<file path="src/hdl/phx_pkg.sv">
// ----------------------------------------------------------------------------
// phx_pkg
// Shared types and constants of the Philox counter generator: input action
// codes, configuration register indexes and the controller/datapath links.
// ----------------------------------------------------------------------------
package phx_pkg;

	// Input actions
	localparam logic [1:0] ACT_GENERATE = 2'd0;
	localparam logic [1:0] ACT_WRITE    = 2'd1;
	localparam logic [1:0] ACT_CLEAR    = 2'd2;

	// Configuration register indexes
	localparam logic [2:0] REG_KEY_FIRST    = 3'd0;
	localparam logic [2:0] REG_KEY_SECOND   = 3'd1;
	localparam logic [2:0] REG_MULTIPLIER_A = 3'd2;
	localparam logic [2:0] REG_MULTIPLIER_B = 3'd3;
	localparam logic [2:0] REG_WEYL_A       = 3'd4;
	localparam logic [2:0] REG_WEYL_B       = 3'd5;
	localparam logic [2:0] REG_ROUND_TOTAL  = 3'd6;
	localparam logic [2:0] REG_LANE_MODE    = 3'd7;

	// Reset values of the configuration registers
	localparam logic [31:0] RST_MULTIPLIER_A = 32'hD251_1F53;
	localparam logic [31:0] RST_MULTIPLIER_B = 32'hCD9E_8D57;
	localparam logic [31:0] RST_WEYL_A       = 32'h9E37_79B9;
	localparam logic [31:0] RST_WEYL_B       = 32'hBB67_AE85;
	localparam logic [4:0]  RST_ROUND_TOTAL  = 5'd10;

	// Multiplier slice width; a counter word of up to two slices is multiplied
	// one slice per cycle.
	localparam int MUL_BITS   = 32;
	localparam int MAX_CHUNKS = 2;
	localparam int CHUNK_BITS = 1;

	typedef struct packed {
		logic [31:0] key_first;
		logic [31:0] key_second;
		logic [31:0] multiplier_a;
		logic [31:0] multiplier_b;
		logic [31:0] weyl_a;
		logic [31:0] weyl_b;
		logic [4:0]  round_total;
		logic        lane_mode;
	} cfg_t;

	// Controller to datapath
	typedef struct packed {
		logic                  load;   // load round state from counter, bump counter
		logic                  wr;     // write one counter word
		logic                  clr;    // clear the counter
		logic                  mul;    // accumulate one multiplier slice
		logic                  mix;    // last slice: finish products and apply round
		logic [CHUNK_BITS-1:0] chunk;  // multiplier slice in work
		logic                  emit;   // load one block word into the output register
		logic [1:0]            pos;
		logic                  last;
	} cmd_t;

	// Datapath to controller
	typedef struct packed {
		logic out_free;
	} sts_t;

endpackage

</file>
<file path="src/hdl/phx_ctrl.sv">
// ----------------------------------------------------------------------------
// phx_ctrl
// Sequencer of the generator: takes requests, steps the rounds slice by
// slice and walks the block words out to the output register.
// ----------------------------------------------------------------------------
module phx_ctrl #(
	parameter int WORD_BITS = 32
) (
	input  logic            clk,
	input  logic            arst_n,
	input  logic            in_valid,
	input  logic [1:0]      action,
	output logic            in_ready,
	input  phx_pkg::cfg_t   cfg,
	input  phx_pkg::sts_t   sts,
	output phx_pkg::cmd_t   cmd
);

	localparam int NCHUNK = (WORD_BITS + phx_pkg::MUL_BITS - 1) / phx_pkg::MUL_BITS;
	localparam logic [phx_pkg::CHUNK_BITS-1:0] LAST_CHUNK = phx_pkg::CHUNK_BITS'(NCHUNK - 1);

	typedef enum logic [2:0] {
		ST_IDLE  = 3'b001,
		ST_ROUND = 3'b010,
		ST_EMIT  = 3'b100
	} state_t;

	state_t                        state_q, state_d;
	logic [4:0]                    rnd_q, rnd_d;
	logic [phx_pkg::CHUNK_BITS-1:0] chunk_q, chunk_d;
	logic [1:0]                    pos_q, pos_d;
	logic [1:0]                    last_pos;
	logic                          accept;

	assign in_ready = (state_q == ST_IDLE);
	assign accept   = in_valid && in_ready;
	assign last_pos = cfg.lane_mode ? 2'd3 : 2'd1;

	// Next state and commands
	always_comb begin
		state_d   = state_q;
		rnd_d     = rnd_q;
		chunk_d   = chunk_q;
		pos_d     = pos_q;
		cmd       = '0;
		cmd.chunk = chunk_q;
		cmd.pos   = pos_q;
		cmd.last  = (pos_q == last_pos);
		unique case (state_q)
			ST_IDLE: begin
				if (accept) begin
					unique case (action)
						phx_pkg::ACT_GENERATE: begin
							cmd.load = 1'b1;
							rnd_d    = '0;
							chunk_d  = '0;
							pos_d    = '0;
							state_d  = (cfg.round_total == 5'd0) ? ST_EMIT : ST_ROUND;
						end
						phx_pkg::ACT_WRITE: cmd.wr  = 1'b1;
						phx_pkg::ACT_CLEAR: cmd.clr = 1'b1;
						default: ;
					endcase
				end
			end
			ST_ROUND: begin
				if (chunk_q != LAST_CHUNK) begin
					cmd.mul = 1'b1;
					chunk_d = chunk_q + 1'b1;
				end else begin
					cmd.mix = 1'b1;
					chunk_d = '0;
					rnd_d   = rnd_q + 5'd1;
					if (rnd_q == cfg.round_total - 5'd1)
						state_d = ST_EMIT;
				end
			end
			ST_EMIT: begin
				if (sts.out_free) begin
					cmd.emit = 1'b1;
					pos_d    = pos_q + 2'd1;
					if (cmd.last)
						state_d = ST_IDLE;
				end
			end
			default: state_d = ST_IDLE;
		endcase
	end

	// State registers
	always_ff @(posedge clk or negedge arst_n) begin
		if (!arst_n) begin
			state_q <= ST_IDLE;
			rnd_q   <= '0;
			chunk_q <= '0;
			pos_q   <= '0;
		end else begin
			state_q <= state_d;
			rnd_q   <= rnd_d;
			chunk_q <= chunk_d;
			pos_q   <= pos_d;
		end
	end

endmodule

</file>
<file path="config.mk">
export PLATFORM = sky130hd
export DESIGN_NAME = phx_ctrl
export DESIGN_NICKNAME = d
export VERILOG_FILES = /design/src/hdl/phx_pkg.sv /design/src/hdl/phx_ctrl.sv
export SDC_FILE = /design/constraint.sdc
export NUM_CORES = 1
export LEC_CHECK = 0
export BUFFER_PORTS_ARGS = -buffer_cell sky130_fd_sc_hd__buf_2
export CORE_AREA = 2 2 83 85
export CTS_BUF_LIST = sky130_fd_sc_hd__clkbuf_4
export DETAILED_ROUTE_END_ITERATION = 10
export DIE_AREA = 0 0 85 87
export PLACE_DENSITY = 0.49
export SLEW_MARGIN = 20
export SYNTH_ARGS = -nofsm -noshare
export SYNTH_HDL_FRONTEND = slang
export SYNTH_SLANG_ARGS = --single-unit
</file>
<file path="constraint.sdc">
create_clock -name clk -period 3.3 [get_ports clk]
set_input_delay 0.33 -clock clk [delete_from_list [all_inputs] [get_ports clk]]
set_output_delay 0.33 -clock clk [all_outputs]
set_load 0.01 [all_outputs]
</file>
---- Yosys cells after proc, flatten, opt, wreduce, memory -nomap -nowiden ----
Cells that the tools add are included.
Widths: inputs -> output; s select.
storage, ports and cells
  word-level logic and storage cells ...... 61
  bits of input ports ..................... 204
  output and inout port bits .............. 11
  bits in registers ....................... 11
operators by class
  multiplexer cells ....................... 31
  reduce and logical (&&, ||, !) cells .... 9
  add/sub/neg operators ................... 4
  eq/ne operators ......................... 13
operators with widths
  operator             number
  $mux 3               9
  $mux 5               3
  $mux 1               10
  $mux 2               5
  $pmux 5 s2           1
  $pmux 3 s3           1
  $ne 2x2->1 const B   4
  $reduce_and 4->1     2
  $reduce_and 6->1     1
  $add 5x1->5 const B  1
  $eq 5x5->1           1
  $logic_not 5->1      1
  $sub 5x1->5 const B  1
  $ne 2x1->1 const B   2
  $pmux 2 s2           1
  $reduce_bool 2->1    2
  $eq 3x1->1 const B   1
  $eq 3x2->1 const B   1
  $eq 3x3->1 const B   1
  $reduce_and 3->1     1
  $add 2x1->2 const B  1
  $eq 2x1->1 const B   1
  $eq 2x2->1           1
  $eq 2x2->1 const B   1
  other kinds (4)      4

---- Logic depth before layout (Yosys ltp) ----
Gate-level depths: netlist of the first run.
  depth after elaboration ................. 5
  mapped depth ............................ 6
  mapped depth without buffers ............ 6

---- Least setup slack after synthesis of the first run ----
No wires, ideal clock.
  kind .................................... register -> output
  start point ............................. register state_q[0]
  end point ............................... output cmd[8] (netlist name)
  data arrival time ....................... 1.356 ns
  path slack .............................. 1.614 ns
  required time ........................... 2.970 ns
  buffers on the path ..................... 0
  stages on the path, launching flop included .. 4
  cell sequence ........................... dfstp_2 nor3b_2 nand2_1 nor3b_1
RTL lines
  item                      RTL line        source
  start: declaration        phx_ctrl.sv:28  state_t state_q, state_d;
  start signal: assignment  phx_ctrl.sv:98  state_q <= state_d;
  end: declaration          phx_ctrl.sv:16  output phx_pkg::cmd_t cmd

==> impl_metrics.toml, run 1 <==
[clocking]
clkLatencyLatePin_ns = 0.27
cts_tree = "built"
numCtsBuffers = 3
h-tree-depth = 1
root_buffer = "clkbuf_4"
clkSlewWorstSetupHoldPaths_ns = 0.07
postCtsSetupBuffers = 0
clock_path_buffers = 2
clkSinkCount = 10

[sta]
finalSetupViolations = 0
finClkSkew_ns = 0.009437
rsz0062_at_grt = "false"
maxSlewViolCount = 0
fin_ws_ns = 1.230
finalHoldViolCount = 0
holdWs_ns = 0.4013
fin_crit_sh_pct = 62.72
timing.final.crit_period_ns = 2.070
max_freq_mhz = 483.1
tns_ns = 0

[floorplanning]
core_um2 = 6569
top_level_ports = 215
die_w_um = 85
initial_utilization_pct = 11.28
fp.dieH_um = 87
die_area_um2 = 7395
num_rows = 30

[synthesis]
avgSynthCellArea_um2 = 8.924
synth_top_family_by_area = "simple AND/OR/NAND/NOR gates"
synth_compound_area_share_pct = 20.61
synthAdderAreaFrac_pct = 3.378
ys_seq_area_share_pct = 33.95
yosysWarnings = 0
synth.mux.area_fraction_pct = 0
syn_area_um2 = 740.7
syn-instance-count = 83
synthXorXnorAreaFrac_pct = 8.277
synth_seq_cells = 10
synth_cell_types = 33
synth-simple-area-share_pct = 27.36

[worst_setup_path]
r2r_cells = 4
cp.arrival_ns = 1.74
cp-start-kind = "flip-flop"
cp_max_fo = 13
required_ns = 2.97
worstSetupEndpointType = "primary output"
max_stage_delay_ns = 0.51
path_class = "reg2out"
crit_chain = "nor3b_2, nand2_1, inv_1, buf_2"
critPathSlowestCell = "dfrtp_1"

[routing]
met2WireLength_um = 835
vias = 672
met1Wirelength_um = 932
finalWirelength_um = 1839
drt-vias-per-instance = 3.632
drt-initial-drc-count = 18
ant_nets = 0
wl_met3_um = 71
highest_layer = "met3"
drt_first_pass_iters = 4
wl_per_cell_um = 9.941
drc = 0

[global_routing]
grt_overflow_total = 0
grt_pass1_wl_um = 3105
grt_pass1_vias = 628
grt_usage_pct = 5.155
grt_max_degree = 14
grt_antenna_before_repair = 0

[placement]
hpwl_um = 1473
gp_congestion = 0.6911
place_ws_ns = 1.491
place_area_um2 = 919.6
numPortBuffers = 20
dp.cells = 180

[worst_hold_path]
hold_class = "in2reg"
holdPathStages = 3

[final_layout]
finalInstanceArea_um2 = 959.7
final_util_pct = 14.61
syn_to_final_growth_pct = 29.56
fin_nets = 312
instances_no_fill = 185
diodes = 0
fill_cells = 729
layout-drive-gt1-share_pct = 26.67

[pwr]
p_leak_nw = 0.4282
power.total_mw = 0.5168
power_density_nw_per_um2 = 538.6
ir_worst_vdd_v = 0.0002909

[status]
status = "complete, no violations"

[flow_run]
cap_violations = 0
## cell usage in the layout, fill, tap and decap left out, types with 3 or more instances in the layout
cell type / n
a21oi_1: 6
o31ai_1: 6
clkbuf_4: 4
xnor2_1: 5
nand3_1: 4
nand2_1: 6
dfrtp_1: 9
buf_2: 20
or4_1: 3
inv_1: 5
nand2b_1: 4
nor2_1: 4
nor3b_1: 4
## synth_stat cells
library cell,n,area [um2]
nor3b_4,1,18.77
o21ai_0,1,5.000
a22o_1,1,8.760
and2_1,1,6.260
conb_1,1,3.750
o2111ai_1,1,8.760
buf_4,2,15.01
nor3b_1,4,30.03
a31oi_1,1,6.260
nor2b_1,1,6.260
xor2_1,2,17.52
ha_1,2,25.02
o21ai_1,2,10.01
or3b_1,1,8.760
inv_1,5,18.77
or4_1,3,22.52
a32o_1,1,10.01
xnor2_1,5,43.79
nor2_1,4,15.01
a21boi_2,1,11.26
a21oi_1,6,30.03
nor3_1,1,5.000
nand3_1,4,20.02
a22oi_1,1,7.510
nand2b_1,4,25.02
dfstp_2,1,26.28
nand2_1,6,22.52
nor3b_2,1,12.51
or4b_1,1,10.01
o21ba_1,1,10.01
dfrtp_1,9,225.2
o31ai_1,6,45.04
buf_2,2,10.01
## state kept, by name, summed over array words and instances, names as in the netlist
name     cells
rnd_q        5
state_q      3
pos_q        2
## power by group
group | switching [mW] | internal, mW
Combinational | 0.102 | 0.0979
Clock | 0.0440 | 0.0550
Sequential | 0.0545 | 0.163
Total | 0.201 | 0.316
## layer usage
layer	GRT usage [%]	vias up
li1	-	344
met5	0	-
met1	6.934	314
met2	8.381	14
met3	1.706	0
met4	0.4329	0
## repair_timing
| action | CTS | global route |
|---|---|---|
| hold endpoints to repair | 9 | 0 |
| hold buffers | 1 | 0 |
| gates resized for setup | 0 | 0 |
## cell families (layout without fill, tap and decap cells)
family | after synthesis | in the layout
simple gates | 32 | 32
buf+inv | 9 | 30
flops | 10 | 10
fa+ha+maj | 2 | 2
other cells | 1 | 2
compound gates | 22 | 22
xor+xnor | 7 | 7
## worst paths after layout
check	from	endpoint	slack, ns
min reg2reg	rnd_q[0]	rnd_q[0]	0.55
max reg2reg	state_q[0]	rnd_q[4]	1.75
min	sts	pos_q[0]	0.40
max in group asynchronous	arst_n	state_q[0]	2.55
min in group asynchronous	arst_n	state_q[1]	0.47
max	state_q[2]	cmd[9]	1.23
## cell type report
type,count,area (um2),area share (%)
inverters,5,18.77,1.956
flip-flops and latches,10,251.5,26.21
well taps,80,100.1,10.43
clock buffers,4,30.03,3.129
repair buffers,21,110.1,11.47
multi-input cells,65,449.2,46.81
## critical path, delay by kind of cell (launching register included)
kind | cells | cell delay (ns)
DFF | 1 | 0.51
buffers and inverters | 2 | 0.35
and+or+nand+nor | 2 | 0.61
Note: power is estimated with default switching activity, not from simulation.
==> inputs of run 2 (changes only) <==
--- a/config.mk
+++ b/config.mk
@@ -5,12 +5,13 @@
 export SDC_FILE = /design/constraint.sdc
 export NUM_CORES = 1
 export LEC_CHECK = 0
+export ABC_AREA = 1
 export BUFFER_PORTS_ARGS = -buffer_cell sky130_fd_sc_hd__buf_2
 export CORE_AREA = 2 2 83 85
 export CTS_BUF_LIST = sky130_fd_sc_hd__clkbuf_4
 export DETAILED_ROUTE_END_ITERATION = 10
 export DIE_AREA = 0 0 85 87
-export PLACE_DENSITY = 0.49
+export PLACE_DENSITY = 0.52
 export SLEW_MARGIN = 20
 export SYNTH_ARGS = -nofsm -noshare
 export SYNTH_HDL_FRONTEND = slang
==> constraint.sdc (replaced) <==
create_clock -name clk -period 1.8 [get_ports clk]
set_input_delay 0.18 -clock clk [delete_from_list [all_inputs] [get_ports clk]]
set_output_delay 0.18 -clock clk [all_outputs]
set_load 0.01 [all_outputs]
==> impl_metrics.toml, run 2 <==
[status]
status = "complete, no violations"

[routing]
finalWirelength_um = 1805
drt-vias-per-instance = 3.454
ant_nets = 0
drt-initial-drc-count = 13
wl_per_cell_um = 8.356
vias = 746
drc = 0
drt_first_pass_iters = 4

[final_layout]
diodes = 0
mostFrequentLayoutCell = "nand2_1"
instances_no_fill = 216
final_cell_mix = "nand2_1, buf_2, inv_1, nand3_1, dfrtp_1"
reg.largest.list = "rnd_q: 5 flops, state_q: 3 flops, pos_q: 2 flops"
fin_nets = 343
layout-drive-gt1-share_pct = 30.15
final_util_pct = 15.58
finalInstanceArea_um2 = 1023
syn_to_final_growth_pct = 28.21
largest_register_ffs = 5
top_register = "rnd_q"

[floorplanning]
die_area_um2 = 7395
num_rows = 30
initial_utilization_pct = 12.15
core_um2 = 6569
die_w_um = 85
fp.dieH_um = 87
top_level_ports = 215

[placement]
numPortBuffers = 20
place_ws_ns = 0.4348
dp.cells = 211
gp_congestion = 0.7036
hpwl_um = 1575
place_area_um2 = 987.2

[clocking]
clkLatencyLatePin_ns = 0.26
clkSinkCount = 10
root_buffer = "clkbuf_4"
cts_tree = "built"
clkSlewWorstSetupHoldPaths_ns = 0.07
cts.repair.resized = 0
h-tree-depth = 1
numCtsBuffers = 3
clock_path_buffers = 2

[synthesis]
synth.mux.area_fraction_pct = 0
synthAdderAreaFrac_pct = 3.135
synth_top_area_share_pct = 28.21
synth-edff-count = 0
synth_seq_cells = 10
syn_area_um2 = 798.3
synth_area_leaders = "dfrtp_1, nand2_1, inv_1"
synthFlopType = "dfrtp_1"
ys_top_cells_by_count = "nand2_1, inv_1, nand3_1"
yosysTopAreaCell = "dfrtp_1"
synth_top_family_by_area = "simple AND/OR/NAND/NOR gates"
synth_compound_area_share_pct = 10.97
synth_cell_types = 31
synthXorXnorAreaFrac_pct = 2.194
synth-simple-area-share_pct = 38.24
synthMostInstantiatedCell = "nand2_1"
syn-instance-count = 112
ys_seq_area_share_pct = 31.50
avgSynthCellArea_um2 = 7.127
yosysWarnings = 0
async_reset_ff_share_pct = 100.0

[global_routing]
grt_pass1_wl_um = 3367
grt_usage_pct = 5.672
grt_max_degree = 11
grt_antenna_before_repair = 0
grt_pass1_vias = 761
grt_overflow_total = 0

[worst_setup_path]
cp.arrival_ns = 1.38
cp_max_fo = 5
cp-start-kind = "flip-flop"
worstSetupEndpointType = "primary output"
required_ns = 1.62
path_class = "reg2out"

[sta]
max_freq_mhz = 641.5
holdWs_ns = 0.2186
tns_ns = 0
rsz0062_at_grt = "false"
finalSetupViolations = 0
maxSlewViolCount = 0
finalHoldViolCount = 0
timing.final.crit_period_ns = 1.559
finClkSkew_ns = 0.004595
fin_ws_ns = 0.2412
fin_crit_sh_pct = 86.60

[pwr]
p_leak_nw = 0.5468
power.total_mw = 1.220
ir_worst_vdd_v = 0.0003935
power_density_nw_per_um2 = 1192

[worst_hold_path]
hold_class = "in2reg"

[flow_run]
cap_violations = 0
[run 2: cell count changes after synthesis, sizes merged, moves of 4 or more]
cell / change
nand2b: -4
inv: +18
nand2: +25
nor3b: -5
nand3: +12
xnor2: -4
o31ai: -6
[run 2: final cells by class]
type                    count  area [um2]
repair buffers             21       110.1
clock inverters             1       3.754
inverters                  24       92.59
well taps                  80       100.1
multi-input cells          77       442.9
clock buffers               3       22.52
fillers                   737        5545
flip-flops and latches     10       251.5
[run 2: kinds of logic after synthesis]
logic type | Yosys count
AND/OR/NAND/NOR | 58
buffers and inverters | 26
AO/OA/AOI/OAI | 13
flip-flops | 10
XOR/XNOR | 2
adder cells (fa/ha/maj) | 2
other | 1
[run 2: path summary, 6_finish.rpt]
kind	start	end	slack [ns]	depth (start not counted)
min in group asynchronous	arst_n	pos_q[1]	0.29	2
min reg2reg	pos_q[1]	pos_q[1]	0.52	2
max reg2reg	state_q[0]	pos_q[1]	0.48	7
max	state_q[0]	cmd[9]	0.24	5
min	sts	state_q[2]	0.22	4
max in group asynchronous	arst_n	state_q[0]	1.24	2
[run 2: routing by layer]
metal	GRT usage [%]	part of all wire, %	vias up
met3	1.327	5.0	0
met4	1.732	0	0
met5	0	0	-
met1	8.032	55	328
li1	-	-	396
met2	8.523	40	22
[run 2: critical path, stage by stage, from the launching register on]
cell and delay, ns:
dfstp_2 0.56, nand3_4 0.10, inv_4 0.09, nand2_1 0.11, inv_1 0.11, buf_2 0.14
[run 2: report_power, final]
part	leakage, nW	switching [mW]	internal (mW)
clock network	0.0154	0.0822	0.0801
registers	0.129	0.0918	0.320
logic	0.403	0.392	0.254
total	0.547	0.566	0.654
[run 2: what timing repair did]
item                      CTS  global route
hold endpoints to repair    9             0
hold buffers                1             0
buffers inserted            0             0
